--- config.mk ---
export PLATFORM = sky130hd
export DESIGN_NAME = stbs_regs
export DESIGN_NICKNAME = d
export VERILOG_FILES = /design/src/rtl/sorted_table_binary_search_core_defines.svh /design/src/rtl/stbs_pkg.sv /design/src/rtl/stbs_regs.sv
export SDC_FILE = /design/constraint.sdc
export NUM_CORES = 1
export LEC_CHECK = 0
export ABC_AREA = 0
export BUFFER_PORTS_ARGS = -buffer_cell sky130_fd_sc_hd__buf_2
export CORE_MARGIN = 4
export CORE_UTILIZATION = 35
export DETAILED_ROUTE_END_ITERATION = 10
export MAX_ROUTING_LAYER = met4
export PLACE_DENSITY = 0.81
export SYNTH_ARGS = -nofsm -noshare
export SYNTH_HDL_FRONTEND = slang
export SYNTH_SLANG_ARGS = --single-unit
--- constraint.sdc ---
create_clock -name clk -period 2.37 [get_ports clk]
set_clock_uncertainty 0.1 [all_clocks]
set_input_delay 0.474 -clock clk [delete_from_list [all_inputs] [get_ports clk]]
set_output_delay 0.474 -clock clk [all_outputs]
set_load 0.05 [all_outputs]
--- src/rtl/sorted_table_binary_search_core_defines.svh ---
// Assertion helpers for the RTL, included by stbs_ctrl.
`ifndef SORTED_TABLE_BINARY_SEARCH_CORE_DEFINES_SVH
`define SORTED_TABLE_BINARY_SEARCH_CORE_DEFINES_SVH

// Checked only while out of reset.
`define SRT_ASSERT(lbl, clk, rstn, prop, msg) \
  lbl: assert property (@(posedge clk) disable iff (!(rstn)) prop) else $error(msg);

// Checked on every edge, reset included.
`define SRT_ASSERT_ALWAYS(lbl, clk, prop, msg) \
  lbl: assert property (@(posedge clk) prop) else $error(msg);

`endif

--- src/rtl/stbs_pkg.sv ---
package stbs_pkg;

  localparam int unsigned DEPTH_DEF      = 1024;
  localparam int unsigned DATA_WIDTH_DEF = 32;

  localparam int unsigned SLOT_W  = 10;
  localparam int unsigned VALUE_W = 32;
  localparam int unsigned COUNT_W = 11;
  localparam int unsigned POS_W   = 10;
  localparam int unsigned ADDR_W  = 3;
  // wide enough to hold any DEPTH in range
  localparam int unsigned EXT_W   = 17;

  localparam logic FUNC_LOAD   = 1'b0;
  localparam logic FUNC_SEARCH = 1'b1;

  // register index, taken from paddr[2]
  localparam logic REG_ENTRY_COUNT = 1'b0;

  typedef enum logic {
    ST_IDLE,
    ST_PROBE
  } stbs_state_t;

  typedef struct packed {
    logic             strobe;
    logic             found;
    logic [POS_W-1:0] position;
  } stbs_result_t;

endpackage

--- src/rtl/stbs_regs.sv ---
module stbs_regs
  import stbs_pkg::*;
(
  input  logic                 clk,
  input  logic                 rst_n,
  input  logic                 psel,
  input  logic                 penable,
  input  logic                 pwrite,
  input  logic [ADDR_W-1:0]    paddr,
  input  logic [31:0]          pwdata,
  output logic [31:0]          prdata,
  output logic                 pready,
  output logic [COUNT_W-1:0]   entry_count
);

  logic [COUNT_W-1:0] count_r;
  logic [COUNT_W-1:0] count_nxt;
  logic               wr_hit;

  assign pready = 1'b1;
  assign wr_hit = psel && penable && pwrite && (paddr[2] == REG_ENTRY_COUNT);

  always_comb begin
    count_nxt = count_r;
    if (wr_hit) begin
      count_nxt = pwdata[COUNT_W-1:0];
    end
  end

  always_ff @(posedge clk) begin
    if (!rst_n) begin
      count_r <= '0;
    end else begin
      count_r <= count_nxt;
    end
  end

  assign prdata      = (paddr[2] == REG_ENTRY_COUNT) ? 32'(count_r) : 32'd0;
  assign entry_count = count_r;

endmodule

==> metrics.md <==
| Metric | Value |
|---|---|
| WL final | 1540 um |
| Total CTS buffers | 3 |
| Critical Path Fanout Max | 12 |
| Final Wtd Congestion | between 0.5 and 0.6 |
| Die span in y | ~53 um |
| Synth Area in Adders | 0 |
| Final ANT Viol Nets | 0 |
| Dpl cells | roughly 140 |
| Register area share after synthesis | 0.313 |
| Lkg Pwr | between 0.4 and 0.5 nW |
| Synth Register Bits | 11 |
| Status | completed |
| Antenna Cells | 0 |
| Vias in the first global route | ~530 |
| Syn Std Cell Area | between 700 and 800 um^2 |
| CTS resizes | 0 |
| Antenna violations before repair | 0 |
| Clk_lat worst skew | around 0.26 ns |
| Crit Path Class | input pin to primary output |
| Total grt overflow | 0 |
| Final hold viol count | 0 |
| Clock Sinks | 11 |
| Total track usage | 0.110 |
| Hold Path Class | input pin to flop |
| Die Wd | around 53 um |
| First-pass GRT wire length | about 2200 um |
| Io pins | 84 |
| Final cell count without fillers | 145 |
| Hold slack | about 0.35 ns |
| Max cap viols | 0 |
| Port Buffers | 38 |
| FILL cells | a little under 200 |
| Setup crit end kind | primary output |
| Pin count of the biggest net entering global routing | 23 |
| Critical Path RT | roughly 1.8 ns |
| Placed cell areas | between 800 and 900 um^2 |
| Max frequency | 0.594 GHz |
| VDD IR-drop max | roughly 0.25 mV |
| Initial drt markers | 4 |
| Clock tree buffer depth | 2 |
| Avg WL per Cell | approximately 11 um |
| # rows | 15 |
| Post-Synthesis Cells | 84 |
| Max reg flops | 11 |
| XOR/XNOR Fraction of Synth Area | 0 |
| CTS Root Buffer Type | clkbuf_4 |
| Fin area | 827 um^2 |
| Power per Cell Area | 553 mW/mm^2 |
| First-pass detailed-route iteration total | 3 |
| Final setup vio count | 0 |
| Area of the core | roughly 0.0018 mm^2 |
| Post-synthesis compound-gate area fraction | 0 |
| Remaining DRCs | 0 |
| Drt via density | around 3.9 |
| Initial core utilization | 0.386 |
| Die footprint | 0.00279 mm^2 |
| CP Launch Type | input pin |
| Layout net count | 161 |
| Synthesis-to-finish area growth | 17.6% |
| Synthesized area per cell | 8.37 um^2 |
| Slew Limit Fails | 0 |
| Synth Area in Simple Gates | 0.237 |
| Via count | between 500 and 600 |
| Register area | between 200 and 250 um^2 |
| Library cells used by synthesis | 11 |
| CTS tree | built |
| # Post-CTS Setup Buffers | 0 |
| Arrival time worst endpoint | 1.11 ns |
| Final Power | around 460 uW |
| Layout cells sized above 1 | 0.350 |
| H-tree depth | 1 |
| Yosys warnings | 0 |
| Multi-input logic area | between 300 and 400 um^2 |
| Final HPWL DP | 1210 um |
| Multiplexer area fraction after synthesis | 0.157 |
| Worst-path clk slew | about 0.070 ns |
| Main combinational cell family by area after synthesis | buffers and inverters |
| RSZ-0062 raised after global routing | no |
| Hold_buf cts | 0 |
| Setup TNS | 0 ns |
| Post-route clock period utilization | 0.710 |
| Final min period | between 1.5 and 2 ns |
[power by group]
group | switching, mW | internal, mW | total (mW)
combinational | 0.119 | 0.0214 | 0.140
sequential | 0.00247 | 0.189 | 0.191
clock | 0.0608 | 0.0649 | 0.126
[final timing paths]
path | cells after the start | slack [ns] | to | startpoint
worst min-delay path | 3 | 0.35 | entry_count[7]$_SDFFE_PN0P_ | pwdata[7]
worst max register to register | 2 | 1.64 | entry_count[8]$_SDFFE_PN0P_ | entry_count[8]$_SDFFE_PN0P_
worst min register to register | 2 | 0.36 | entry_count[10]$_SDFFE_PN0P_ | entry_count[10]$_SDFFE_PN0P_
worst max-delay path | 3 | 0.69 | prdata[8] | paddr[2]
[layout by cell type, fill, tap and decap left out, drive strengths merged]
cell    count
buf        38
nand2      22
conb       22
mux2i      11
dfxtp      11
nor2b      10
clkbuf      4
and4b       1
and2b       1
[critical path: stages]
cell     delay, ns
buf_2         0.18
and2b_1       0.21
buf_2         0.25
[layer usage]
| layer | vias to the layer above | track usage | wire (um) |
|---|---|---|---|
| li1 | 286 | - | - |
| met1 | 247 | 0.118 | 615 |
| met2 | 37 | 0.200 | 738 |
| met3 | 0 | 0.0285 | 187 |
| met4 | 0 | 0.0255 | 0 |
| met5 | - | - | 0 |
[kinds of logic after synthesis]
group,after synthesis
buffers and inverters,26
other,2
AND/OR/NAND/NOR,34
flip-flops,11
multiplexers,11
[Yosys cell counts]
master / instances / share of area
and2b_1: 1 / 0.011
nand2_1: 22 / 0.12
clkbuf_1: 1 / 0.0053
and4b_4: 1 / 0.020
buf_2: 2 / 0.014
buf_4: 22 / 0.23
buf_12: 1 / 0.028
dfxtp_1: 11 / 0.31
conb_1: 2 / 0.011
nor2b_1: 10 / 0.089
mux2i_1: 11 / 0.16
[per-stage QoR]
step	util	worst slack, ns
2_1_floorplan	-	0.386
3_3_place_gp	0.440	0.685
3_5_place_dp	0.440	0.683
4_1_cts	0.454	0.683
5_1_grt	0.454	0.654
6_report	0.454	0.687
[final cells by class]
type,instances,share of cell area
Timing Repair Buffer,38,0.230
Clock buffer,4,0.0318
Multi-Input combinational cell,67,0.434
Tap cell,25,0.0378
Sequential cell,11,0.266
Power figures use the tool's default switching activity.
