**src/rtl/sorted_table_binary_search_core_defines.svh**
```systemverilog
// Assertion helpers for the RTL, included by stbs_ctrl.
`ifndef SORTED_TABLE_BINARY_SEARCH_CORE_DEFINES_SVH
`define SORTED_TABLE_BINARY_SEARCH_CORE_DEFINES_SVH

// Checked only while out of reset.
`define SRT_ASSERT(lbl, clk, rstn, prop, msg) \
  lbl: assert property (@(posedge clk) disable iff (!(rstn)) prop) else $error(msg);

// Checked on every edge, reset included.
`define SRT_ASSERT_ALWAYS(lbl, clk, prop, msg) \
  lbl: assert property (@(posedge clk) prop) else $error(msg);

`endif

```
**src/rtl/stbs_pkg.sv**
```systemverilog
package stbs_pkg;

  localparam int unsigned DEPTH_DEF      = 1024;
  localparam int unsigned DATA_WIDTH_DEF = 32;

  localparam int unsigned SLOT_W  = 10;
  localparam int unsigned VALUE_W = 32;
  localparam int unsigned COUNT_W = 11;
  localparam int unsigned POS_W   = 10;
  localparam int unsigned ADDR_W  = 3;
  // wide enough to hold any DEPTH in range
  localparam int unsigned EXT_W   = 17;

  localparam logic FUNC_LOAD   = 1'b0;
  localparam logic FUNC_SEARCH = 1'b1;

  // register index, taken from paddr[2]
  localparam logic REG_ENTRY_COUNT = 1'b0;

  typedef enum logic {
    ST_IDLE,
    ST_PROBE
  } stbs_state_t;

  typedef struct packed {
    logic             strobe;
    logic             found;
    logic [POS_W-1:0] position;
  } stbs_result_t;

endpackage

```
**src/rtl/stbs_ctrl.sv**
```systemverilog
`include "sorted_table_binary_search_core_defines.svh"

module stbs_ctrl
  import stbs_pkg::*;
#(
  parameter int unsigned DEPTH      = DEPTH_DEF,
  parameter int unsigned DATA_WIDTH = DATA_WIDTH_DEF,
  localparam int unsigned AW        = (DEPTH > 1) ? $clog2(DEPTH) : 1,
  localparam int unsigned NW        = $clog2(DEPTH + 1)
) (
  input  logic                  clk,
  input  logic                  rst_n,
  input  logic                  start,
  input  logic                  func,
  input  logic [SLOT_W-1:0]     slot,
  input  logic [VALUE_W-1:0]    value,
  input  logic [COUNT_W-1:0]    entry_count,
  output logic                  busy,
  output logic                  mem_we,
  output logic [AW-1:0]         mem_waddr,
  output logic [DATA_WIDTH-1:0] mem_wdata,
  output logic                  mem_re,
  output logic [AW-1:0]         mem_raddr,
  input  logic [DATA_WIDTH-1:0] mem_rdata,
  output stbs_result_t          result
);

  stbs_state_t           state_r, state_nxt;
  logic [NW-1:0]         low_r, low_nxt;
  logic [NW-1:0]         hx_r, hx_nxt;     // exclusive upper bound
  logic [AW-1:0]         mid_r, mid_nxt;
  logic [DATA_WIDTH-1:0] key_r, key_nxt;
  stbs_result_t          res_r, res_nxt;

  logic [63:0]           val64;
  logic [EXT_W-1:0]      slot_ext;
  logic [EXT_W-1:0]      cnt_ext;
  logic [EXT_W-1:0]      n_ext;
  logic [NW-1:0]         n;
  logic [NW-1:0]         mid_w;
  logic [NW-1:0]         lo_c, hx_c;
  logic [EXT_W-1:0]      mid_ext;
  logic                  accept;
  logic                  eq, gt;

  assign accept   = start && (state_r == ST_IDLE);
  assign val64    = 64'(value);
  assign slot_ext = EXT_W'(slot);
  assign cnt_ext  = EXT_W'(entry_count);
  assign n_ext    = (cnt_ext > EXT_W'(DEPTH)) ? EXT_W'(DEPTH) : cnt_ext;
  assign n        = n_ext[NW-1:0];
  assign mid_w    = NW'(mid_r);
  assign mid_ext  = EXT_W'(mid_r);
  assign eq       = (mem_rdata == key_r);
  assign gt       = $signed(key_r) > $signed(mem_rdata);

  // loads write straight through; slots past the table are dropped
  assign mem_we    = accept && (func == FUNC_LOAD) && (slot_ext < EXT_W'(DEPTH));
  assign mem_waddr = slot_ext[AW-1:0];
  assign mem_wdata = val64[DATA_WIDTH-1:0];

  always_comb begin
    state_nxt = state_r;
    low_nxt   = low_r;
    hx_nxt    = hx_r;
    mid_nxt   = mid_r;
    key_nxt   = key_r;
    res_nxt   = '0;
    mem_re    = 1'b0;
    lo_c      = low_r;
    hx_c      = hx_r;
    unique case (state_r)
      ST_IDLE: begin
        if (accept && (func == FUNC_SEARCH)) begin
          key_nxt = val64[DATA_WIDTH-1:0];
          if (n == '0) begin
            res_nxt.strobe = 1'b1;
          end else begin
            low_nxt   = '0;
            hx_nxt    = n;
            mid_nxt   = AW'((n - NW'(1)) >> 1);
            mem_re    = 1'b1;
            state_nxt = ST_PROBE;
          end
        end
      end
      ST_PROBE: begin
        if (eq) begin
          res_nxt.strobe   = 1'b1;
          res_nxt.found    = 1'b1;
          res_nxt.position = mid_ext[POS_W-1:0];
          state_nxt        = ST_IDLE;
        end else begin
          lo_c    = gt ? (mid_w + NW'(1)) : low_r;
          hx_c    = gt ? hx_r : mid_w;
          low_nxt = lo_c;
          hx_nxt  = hx_c;
          if (lo_c < hx_c) begin
            mid_nxt = AW'(lo_c + ((hx_c - lo_c - NW'(1)) >> 1));
            mem_re  = 1'b1;
          end else begin
            res_nxt.strobe = 1'b1;
            state_nxt      = ST_IDLE;
          end
        end
      end
      default: state_nxt = ST_IDLE;
    endcase
  end

  assign mem_raddr = mid_nxt;

  always_ff @(posedge clk) begin
    if (!rst_n) begin
      state_r <= ST_IDLE;
      res_r   <= '0;
    end else begin
      state_r <= state_nxt;
      res_r   <= res_nxt;
    end
  end

  always_ff @(posedge clk) begin
    low_r <= low_nxt;
    hx_r  <= hx_nxt;
    mid_r <= mid_nxt;
    key_r <= key_nxt;
  end

  assign busy   = (state_r != ST_IDLE);
  assign result = res_r;

  `SRT_ASSERT(a_mid_in_window, clk, rst_n, (state_r == ST_PROBE) |-> ((low_r <= mid_w) && (mid_w < hx_r)), "probe outside window")
  `SRT_ASSERT(a_window_shrinks, clk, rst_n, ((state_r == ST_PROBE) && $past(state_r == ST_PROBE) && $past(rst_n)) |-> ((hx_r - low_r) < $past(hx_r - low_r)), "window did not shrink")
  `SRT_ASSERT(a_miss_pos_zero, clk, rst_n, (res_r.strobe && !res_r.found) |-> (res_r.position == '0), "miss with nonzero position")
  `SRT_ASSERT_ALWAYS(a_reset_idle, clk, !rst_n |=> ((state_r == ST_IDLE) && !res_r.strobe), "reset left block active")

endmodule

```
**config.mk**
```make
export PLATFORM = sky130hd
export DESIGN_NAME = stbs_ctrl
export DESIGN_NICKNAME = d
export VERILOG_FILES = /design/src/rtl/stbs_pkg.sv /design/src/rtl/stbs_ctrl.sv
export VERILOG_INCLUDE_DIRS = /design/src /design/src/rtl
export SDC_FILE = /design/constraint.sdc
export NUM_CORES = 1
export LEC_CHECK = 0
export BUFFER_PORTS_ARGS = -buffer_cell sky130_fd_sc_hd__buf_2
export CAP_MARGIN = 40
export CORE_ASPECT_RATIO = 0.5
export CORE_MARGIN = 2
export CORE_UTILIZATION = 53
export DETAILED_ROUTE_END_ITERATION = 16
export PLACE_DENSITY_LB_ADDON = 0.15
export SLEW_MARGIN = 20
export SYNTH_ARGS = -nofsm -noshare
export SYNTH_HDL_FRONTEND = slang
export SYNTH_SLANG_ARGS = --single-unit
```
**constraint.sdc**
```tcl
create_clock -name clk -period 9.7 [get_ports clk]
set_clock_uncertainty 0.15 [all_clocks]
set_input_delay 1.94 -clock clk [delete_from_list [all_inputs] [get_ports clk]]
set_output_delay 1.94 -clock clk [all_outputs]
set_load 0.1 [all_outputs]
```
==> results of run 1 <==
[per-layer routing]
layer,GRT usage (%),wire [µm],vias to the layer above
met3,5.95,1300,20
met2,41.5,6760,215
li1,-,-,2336
met5,0,0,-
met1,36.1,6670,2272
met4,6.42,207,0
[logic make-up (layout without fill, tap and decap cells)]
logic type      after synthesis  in the layout  synth area share, %
xor+xnor                     29             29                 4.47
fa+ha+maj                    61             61                 13.6
compound gates              135            135                 16.4
simple gates                168            168                 15.4
buf+inv                     119            235                 10.7
mux                          15             15                 2.95
flops                        77             77                 36.6
[per-stage QoR]
step / util [%] / total power (W) / std cells / hold slack, ps / TNS [ps]
after global placement: 63.3 / 0.00214 / 842 / 433 / 0
after global routing: 67.0 / 0.00272 / 860 / 493 / -21.2
after CTS: 66.4 / 0.00251 / 859 / 445 / 0
after floorplan: - / 0.00173 / 604 / 355 / -64.3
after detailed placement: 63.6 / 0.00216 / 843 / 431 / 0
final: 67.0 / 0.00255 / 860 / 456 / 0
[worst min-delay path: stages (launching register included)]
cell and delay, ps:
edfxtp_1 320, nand2_1 60, a21oi_1 110
[final cells by class]
cell class,count,share of cell area [%]
Clock buffer,11,3.37
Clock inverter,5,0.869
Inverter,67,3.66
Multi-Input combinational cell,408,45.2
Sequential cell,77,30.1
Tap cell,140,2.53
Timing Repair Buffer,152,14.2
[placed cells by master, fill, tap and decap left out, drive strengths merged, types with 14 or more instances in the layout]
cell type,instances
nor2,40
a21oi,36
nand2,44
edfxtp,54
and2,14
buf,152
xnor2,16
mux2i,14
inv,66
ha,60
o21ai,32
dfxtp,23
[flip-flops by register name, indices dropped and copies added (netlist names)]
| register | cells |
|---|---|
| busy | 1 |
| low_r | 11 |
| hx_r | 11 |
| mid_r | 10 |
| result | 12 |
| key_r | 32 |
[what timing repair did]
item                                    4_1_cts  5_1_grt
endpoints found under the setup margin        1        3
pin swaps                                     0        3
setup buffers                                 0        1
hold buffers                                  0        0
gates resized for setup                       1       11
[path summary, 6_finish.rpt]
check	depth (start not counted)	slack [ps]	to
hold reg to reg	2	460	low_r[10]$_SDFFCE_PN0P_
hold / removal	2	460	low_r[10]$_SDFFCE_PN0P_
setup reg to reg	22	3990	mid_r[9]$_DFF_P_
setup / recovery	25	270	mem_raddr[9]
[where the power goes]
group	internal [W]	switching, W	leakage, nW
Sequential	0.000401	0.0000603	0.703
Combinational	0.000636	0.00112	2.43
Clock	0.000200	0.000138	0.140
Total	0.00124	0.00132	3.27
==> metrics.md, run 1 <==
| Metric | Value |
|---|---|
| Sink Count | 77 |
| CP delay by family, top | simple AND/OR/NAND/NOR gates |
| Port Buffers | 135 |
| Cell taking the most area after synthesis | edfxtp_1 |
| CP Max Fanout | 14 |
| Root buf cell | clkbuf_16 |
| Synth top area share | 28.5% |
| Post-route ant nets | 0 |
| Area of the multi-input gates | 0.00313 mm² |
| DRT iter0 DRCs | 336 |
| Pin count of the biggest net entering global routing | 35 |
| Cells after Synth | 604 |
| Worst path slowest cell | or4b_1 |
| Worst setup startpoint | mem_rdata[27] |
| Max Freq | 106 MHz |
| Antenna Diode Count | 0 |
| RD Place Congestion | 0.933 |
| DR pass1 iterations | 5 |
| Tcrit/Tclk final | 97.2% |
| Drt wl/cell | 17.4 µm |
| Die area | 0.0116 mm² |
| Filler cell count | 844 |
| Synth async-reset ratio | 0% |
| Hpwl dp | 11800 µm |
| Max IR drop VDD | 0.412 mV |
| Area after DPL | 0.00656 mm² |
| Num rows | 26 |
| Seq/Total Area, Yosys | 36.6% |
| Top FF cell, synth | edfxtp_1 |
| Area growth syn-to-layout | 21.6% |
| Synth Cell Area | 0.00568 mm² |
| Critical Path Max Stage Delay | 570 ps |
| Die height | 77.2 µm |
| Htree depth | 3 |
| Worst Tran Pin Value | 545 ps |
| Clk pin slew, worst setup/hold paths | 60 ps |
| CP Capture Type | primary output |
| Via count | 4843 |
| Core Area | 0.0103 mm² |
| Die Wd | 150 µm |
| Final nets | 865 |
| HP Class | reg -> reg |
| CTS tree | done |
| FF+latch count, synth | 77 |
| Post-synth EDFFs | 54 |
| Max Cap Viol | 0 |
| Setup WS pre-CTS | 53.3 ps |
| Drt total wl | 14900 µm |
| Yosys warning count | 0 |
| Worst setup path category | in -> out |
| FF-to-FF Start | key_r[27]$_DFFE_PP_ |
| IO Count | 156 |
| Outcome | finished clean |
| Initial antenna violation count | 0 |
| Startpoint types | primary input |
| Most common cell in the netlist | inv_1 |
| Hold wc startpoint | low_r[10]$_SDFFCE_PN0P_ |
| Net count after synthesis | 754 |
| Power density of the placed cells | 369 mW/mm² |
| Syn avg cell area | 9.41 µm² |
| First-pass GRT wire length | 23300 µm |
| Static Leakage | 3.27 nW |
| Synth cell types | 67 |
| Leading post-synthesis cells by cell area | edfxtp_1 (29%), ha_1 (13%), dfxtp_1 (8.1%) |
| Number of remaining DRC errors | 0 |
| Skew-Pair Late Insertion Delay | 340 ps |
| Gr ovfl total | 0 |
| Final setup violation count | 0 |
| Max Slew Vio Count | 0 |
| Total GRT Usage | 26.1% |
| Final hold vios | 0 |
| Critical Path AT | 7340 ps |
| CP Buf/Inv Count | 6 |
| Vias in the first global route | 4617 |
| CTS Buf Count | 9 |
| Register area | 0.00208 mm² |
| Starting Density | 55.1% |
| CTS Buffer Depth | 2 |
| Max_slew headroom | 63.5% |
| Fin worst setup slack | 269 ps |
| Vias per cell | 5.63 |
| Final instance area | 0.00691 mm² |
| Synth top cells by count | inv_1 (64), ha_1 (60), edfxtp_1 (54) |
| Minimum clock period | 9430 ps |
| Worst EP required | 7610 ps |
| Layout cells sized above 1 | 28.5% |
Power figures use the tool's default switching activity.
==> inputs of run 2 (changes only) <==
==> constraint.sdc (replaced) <==
create_clock -name clk -period 10.7 [get_ports clk]
set_clock_uncertainty 0.15 [all_clocks]
set_input_delay 2.14 -clock clk [delete_from_list [all_inputs] [get_ports clk]]
set_output_delay 2.14 -clock clk [all_outputs]
set_load 0.1 [all_outputs]
==> run 2 against run 1 <==
Worst hold slack worse by 15 ps. Sequential share of layout area is 1.3 points higher. Sequential cell count stayed put. Critical path depth is 1 higher. Wire length is 0.23% lower. Utilization is 2.8 points lower. Non-clock buffer count is 7 lower. Sequential power is 8.9% lower. Largest cell class unchanged. Clock power is 10% lower. Count of clock-buffer cells in the layout is 1 lower. Worst setup slack better by 50 ps. Combinational power is 18% lower.
==> metrics.md, run 2 (synthesis gave the netlist of run 1 again) <==
| Metric | Value |
|---|---|
| Port Buffers | 135 (unchanged) |
| Skew-Pair Late Insertion Delay | 340 ps (about the same) |
| Htree depth | 3 (unchanged) |
| Starting Density | 55.1% (unchanged) |
| Core Area | 0.0103 mm² (unchanged) |
| Root buf cell | clkbuf_16 |
| Total GRT Usage | 26.3% (+0.17 points) |
| CP Max Fanout | 21 (+7) |
| DRT iter0 DRCs | 351 (+4.5%) |
| Via count | 4812 (-0.64%) |
| Startpoint types | primary input |
| Max_slew headroom | 61.1% (-2.5 points) |
| IO Count | 156 (unchanged) |
| Drt total wl | 14900 µm (-0.23%) |
| Area after DPL | 0.00630 mm² (-4.0%) |
| Overall Power | 0.00215 W (-16%) |
| Max Slew Vio Count | 0 (unchanged) |
| DR pass1 iterations | 6 (+1) |
| CP Capture Type | primary output |
| Final nets | 858 (-0.81%) |
| Hold Worst Slack | 441 ps (-15.2 ps) |
| Worst setup path category | in -> out |
| First-pass GRT wire length | 23800 µm (+2.1%) |
| Critical Path AT | 8090 ps (+750 ps) |
| Pin count of the biggest net entering global routing | 35 (unchanged) |
| Setup TNS | 0 ps (unchanged) |
| HP Class | reg -> reg |
| Die Wd | 150 µm (unchanged) |
| Final setup violation count | 0 (unchanged) |
| Num rows | 26 (unchanged) |
| Minimum clock period | 10380 ps |
| CTS tree | done |
| Tcrit/Tclk final | 97.0% |
| Drt wl/cell | 17.5 µm (+0.59%) |
| Worst EP required | 8410 ps (+800 ps) |
| CTS Buf Count | 9 (unchanged) |
| Max Freq | 96.3 MHz |
| Fin util | 64.3% (-2.8 points) |
| Max IR drop VDD | 0.292 mV (-29%) |
| Die height | 77.2 µm (unchanged) |
| Outcome | finished clean |
| Hpwl dp | 11700 µm (-0.61%) |
| Area growth syn-to-layout | 16.6% |
| Antenna Diode Count | 0 (unchanged) |
| Max FFs per register | 32 (unchanged) |
| Vias in the first global route | 4638 (+0.45%) |
| Initial antenna violation count | 0 (unchanged) |
| Final instance area | 0.00663 mm² (-4.1%) |
| Final hold vios | 0 (unchanged) |
| Max Cap Viol | 0 (unchanged) |
| CTS Buffer Depth | 2 (unchanged) |
| Clk pin slew, worst setup/hold paths | 60 ps (about the same) |
| RD Place Congestion | 0.951 (+2.0%) |
| Layout cells sized above 1 | 26.2% (-2.2 points) |
| Die area | 0.0116 mm² (unchanged) |
| Commonest non-fill, non-tap cells in the layout | buf_2 (133), inv_1 (64), ha_1 (60) |
| Most common cell after layout, fill and taps aside | buf_2 |
| Biggest register | key_r |
| Gr ovfl total | 0 (unchanged) |
| Number of remaining DRC errors | 0 (unchanged) |
| Power density of the placed cells | 325 mW/mm² (-12%) |
| Sink Count | 77 (unchanged) |
| Vias per cell | 5.64 (+0.18%) |
| Worst Tran Pin Value | 582 ps (+36.8 ps) |
| Post-route ant nets | 0 (unchanged) |
| Static Leakage | 3.18 nW (-3.0%) |
run 2: power by group:
| part | total, W | internal [W] | switching (W) | leakage [nW] |
|---|---|---|---|---|
| Clock | 0.000304 | 0.000180 | 0.000124 | 0.137 |
| Sequential | 0.000420 | 0.000364 | 0.0000560 | 0.703 |
| Combinational | 0.00143 | 0.000483 | 0.000945 | 2.34 |
run 2: final cells by class:
cell class                 instances  area [µm²]
fill                             904        3680
multi-input combinational        408        3030
sequential                        77        2080
timing repair buffer             145         801
inverter                          67         251
clock buffer                      10         229
tap                              140         175
clock inverter                     6        62.6
run 2: what timing repair did:
item	in CTS	in global routing
hold buffers	0	0
endpoints found under the setup margin	0	3
buffers inserted	0	3
resized for setup	0	4
run 2: routing by layer:
layer	wire (µm)	global-route usage [%]	up-vias
met2	6870	42.5	179
met5	0	0	-
met1	6740	36.4	2278
met4	187	6.51	0
li1	-	-	2332
met3	1100	4.82	23
run 2: final timing paths:
path	startpoint	endpoint	slack (ps)	cells after the start
setup / recovery	mem_rdata[11]	mem_raddr[9]	320	26
hold / removal	mid_r[6]$_DFF_P_	result[6]$_SDFF_PN0_	440	2
setup reg to reg	key_r[11]$_DFFE_PP_	mid_r[9]$_DFF_P_	4440	23
hold reg to reg	mid_r[6]$_DFF_P_	result[6]$_SDFF_PN0_	440	2
run 2: critical path, cell delays in order:
cell,delay (ps)
buf_2,70
inv_1,30
ha_1,300
nand4_1,240
nor4_4,390
a21boi_2,290
o41ai_4,140
a21oi_4,340
buf_4,370
mux2i_1,350
inv_1,80
ha_1,340
nand2_1,150
nor3_1,70
mux2_4,300
nor2_1,170
xnor2_1,180
ha_1,320
nand2_1,100
inv_1,60
a32oi_1,320
a31oi_1,160
or4b_1,590
o21ai_0,170
a211o_1,200
buf_12,190
run 2: metrics by stage:
| stage | cells | setup slack (ps) |
|---|---|---|
| 5_1_grt | 853 | -11.5 |
| 6_report | 853 | 319 |
| 2_1_floorplan | 604 | -230 |
| 3_3_place_gp | 833 | 319 |
| 4_1_cts | 850 | 195 |
| 3_5_place_dp | 834 | 228 |
==> inputs of run 3 (changes only) <==
--- a/config.mk
+++ b/config.mk
@@ -8,9 +8,11 @@
 export LEC_CHECK = 0
 export BUFFER_PORTS_ARGS = -buffer_cell sky130_fd_sc_hd__buf_2
 export CAP_MARGIN = 40
+export CELL_PAD_IN_SITES_DETAIL_PLACEMENT = 1
+export CELL_PAD_IN_SITES_GLOBAL_PLACEMENT = 1
 export CORE_ASPECT_RATIO = 0.5
 export CORE_MARGIN = 2
-export CORE_UTILIZATION = 53
+export CORE_UTILIZATION = 40
 export DETAILED_ROUTE_END_ITERATION = 16
 export PLACE_DENSITY_LB_ADDON = 0.15
 export SLEW_MARGIN = 20
==> run 3 against run 2 <==
Wire length increased by 14%. Critical path depth unchanged. Largest power group unchanged. Worst setup slack improved by 260 ps. Sequential share of layout area fell by 0.48 points. Power grew 1.8%.
==> metrics.md, run 3 (synthesis gave the netlist of run 1 again) <==
| Metric | Value |
|---|---|
| Outcome | finished clean |
| Post-CTS Resized | 0 (unchanged) |
| HP Class | reg -> reg |
| RSZ-0062 raised after global routing | no |
| Via count | 4796 (-0.33%) |
| Drt wl/cell | 18.8 µm (+7.4%) |
| Clk pin slew, worst setup/hold paths | 60 ps (about the same) |
| Htree depth | 3 (unchanged) |
| Filler cell count | 1624 (+80%) |
| Hpwl dp | 13600 µm (+17%) |
| Critical Path AT | 7830 ps (-260 ps) |
| RD Place Congestion | 0.892 (-6.2%) |
| Vias in the first global route | 4942 (+6.6%) |
| DRT iter0 DRCs | 322 (-8.3%) |
| Initial antenna violation count | 1 (+1) |
| Die area | 0.0152 mm² (+31%) |
| Biggest register | key_r |
| Final setup violation count | 0 (unchanged) |
| Worst EP required | 8410 ps (about the same) |
| Total GRT Usage | 22.9% (-3.4 points) |
| Pin count of the biggest net entering global routing | 35 (unchanged) |
| Worst setup path category | in -> out |
| # Post-CTS Setup Buffers | 0 (unchanged) |
| Tcrit/Tclk final | 94.6% (-2.4 points) |
| First-pass GRT wire length | 26800 µm (+13%) |
| Static Leakage | 3.20 nW (+0.68%) |
| Minimum clock period | 10120 ps (-258 ps) |
| Most common cell after layout, fill and taps aside | buf_2 |
| Sink Count | 77 (unchanged) |
| Setup TNS | 0 ps (unchanged) |
| Reg2Reg Capture Point | mid_r[9]$_DFF_P_ |
| CTS Buf Count | 9 (unchanged) |
| Max Cap Viol | 0 (unchanged) |
| CP Capture Type | primary output |
| CTS tree | done |
| Max FFs per register | 32 (unchanged) |
| Commonest non-fill, non-tap cells in the layout | buf_2 (131), inv_1 (64), ha_1 (60) |
| Num rows | 30 (+15%) |
| Overall Power | 0.00219 W (+1.8%) |
| Final nets | 858 (unchanged) |
| Critical Path Max Stage Delay | 530 ps (-60 ps) |
| WHS Endpoint | result[2]$_SDFF_PN0_ |
| IO Count | 156 (unchanged) |
| Max_slew headroom | 57.4% (-3.6 points) |
| Worst path slowest cell | or4b_1 |
| Max Slew Vio Count | 0 (unchanged) |
| Root buf cell | clkbuf_16 |
| Gr ovfl total | 0 (unchanged) |
| Hold buffers post-CTS | 0 (unchanged) |
| Worst R2R Path Depth | 23 (unchanged) |
| Area growth syn-to-layout | 18.4% |
| Antenna Diode Count | 0 (unchanged) |
| Die Wd | 173 µm (+15%) |
| CP Max Fanout | 33 (+57%) |
| Final hold vios | 0 (unchanged) |
| Worst Tran Pin Value | 632 ps (+50.2 ps) |
| Skew-Pair Late Insertion Delay | 350 ps (about the same) |
| Hold wc startpoint | mid_r[2]$_DFF_P_ |
| Die height | 88.3 µm (+14%) |
| Layout cells sized above 1 | 26.5% (+0.28 points) |
| Core Area | 0.0137 mm² (+33%) |
| R2r setup slk | 4690 ps (+250 ps) |
| Startpoint types | primary input |
| WHS Path Cells | 2 (unchanged) |
| Max IR drop VDD | 0.352 mV (+21%) |
| Starting Density | 41.5% (-14 points) |
| DR pass1 iterations | 4 (-2) |
| Drt total wl | 17000 µm (+14%) |
| CTS Buffer Depth | 2 (unchanged) |
| Post-route ant nets | 0 (unchanged) |
| Vias per cell | 5.30 (-6.1%) |
| FF-to-FF Start | key_r[15]$_DFFE_PP_ |
| Max Freq | 98.8 MHz (+2.6%) |
| Power density of the placed cells | 326 mW/mm² (+0.29%) |
| Port Buffers | 135 (unchanged) |
| Number of remaining DRC errors | 0 (unchanged) |
run 3: area by class of cell:
cell class                      count  area, µm²  share of cell area [%]
Tap cell                          192        240                    3.57
Clock inverter                      7       80.1                    1.19
Sequential cell                    77       2080                    30.9
Inverter                           67        251                    3.74
Clock buffer                        9        225                    3.35
Timing Repair Buffer              145        843                    12.5
Multi-Input combinational cell    408       3010                    44.7
run 3: metrics by stage:
stage / hold slack (ps) / instance area (µm²) / cells / worst slack [ps] / utilization (%)
2_1_floorplan: 339 / 5700 / 604 / -230 / -
3_3_place_gp: 427 / 6400 / 888 / 697 / 46.7
3_5_place_dp: 406 / 6430 / 889 / 464 / 46.9
4_1_cts: 415 / 6730 / 905 / 428 / 49.1
5_1_grt: 464 / 6730 / 905 / 124 / 49.1
6_report: 422 / 6730 / 905 / 577 / 49.1
run 3: report_power, final:
part | internal [W] | leakage [nW] | total [W] | switching, W
registers | 0.000364 | 0.703 | 0.000422 | 0.0000589
clock network | 0.000184 | 0.148 | 0.000322 | 0.000138
logic | 0.000505 | 2.35 | 0.00145 | 0.000942
total | 0.00105 | 3.20 | 0.00219 | 0.00114
run 3: worst max-delay path by stage:
stage                   from  slack [ps]            to  depth (start not counted)
3_3_place_gp   mem_rdata[15]         700  mem_raddr[8]                         23
5_1_grt        mem_rdata[15]         120  mem_raddr[9]                         26
2_1_floorplan  mem_rdata[15]        -230  mem_raddr[2]                         23
6_report       mem_rdata[15]         580  mem_raddr[9]                         26
4_1_cts        mem_rdata[15]         430  mem_raddr[9]                         26
3_5_place_dp   mem_rdata[15]         460  mem_raddr[9]                         26
run 3: layer usage:
metal  vias to the layer above  wire length [µm]  GRT usage (%)
met5                         -                 0              0
met4                         0               155           5.44
met3                        11              1020           4.68
met2                       126              7900           39.0
met1                      2331              7910           30.4
li1                       2328                 -              -
run 3: worst max-delay path, delay by kind of cell:
kind | cells | cell delay [ps]
fa+ha+maj | 3 | 980
xor+xnor | 1 | 140
buf+inv | 6 | 670
compound gates | 8 | 1750
simple gates | 6 | 1490
mux | 2 | 620
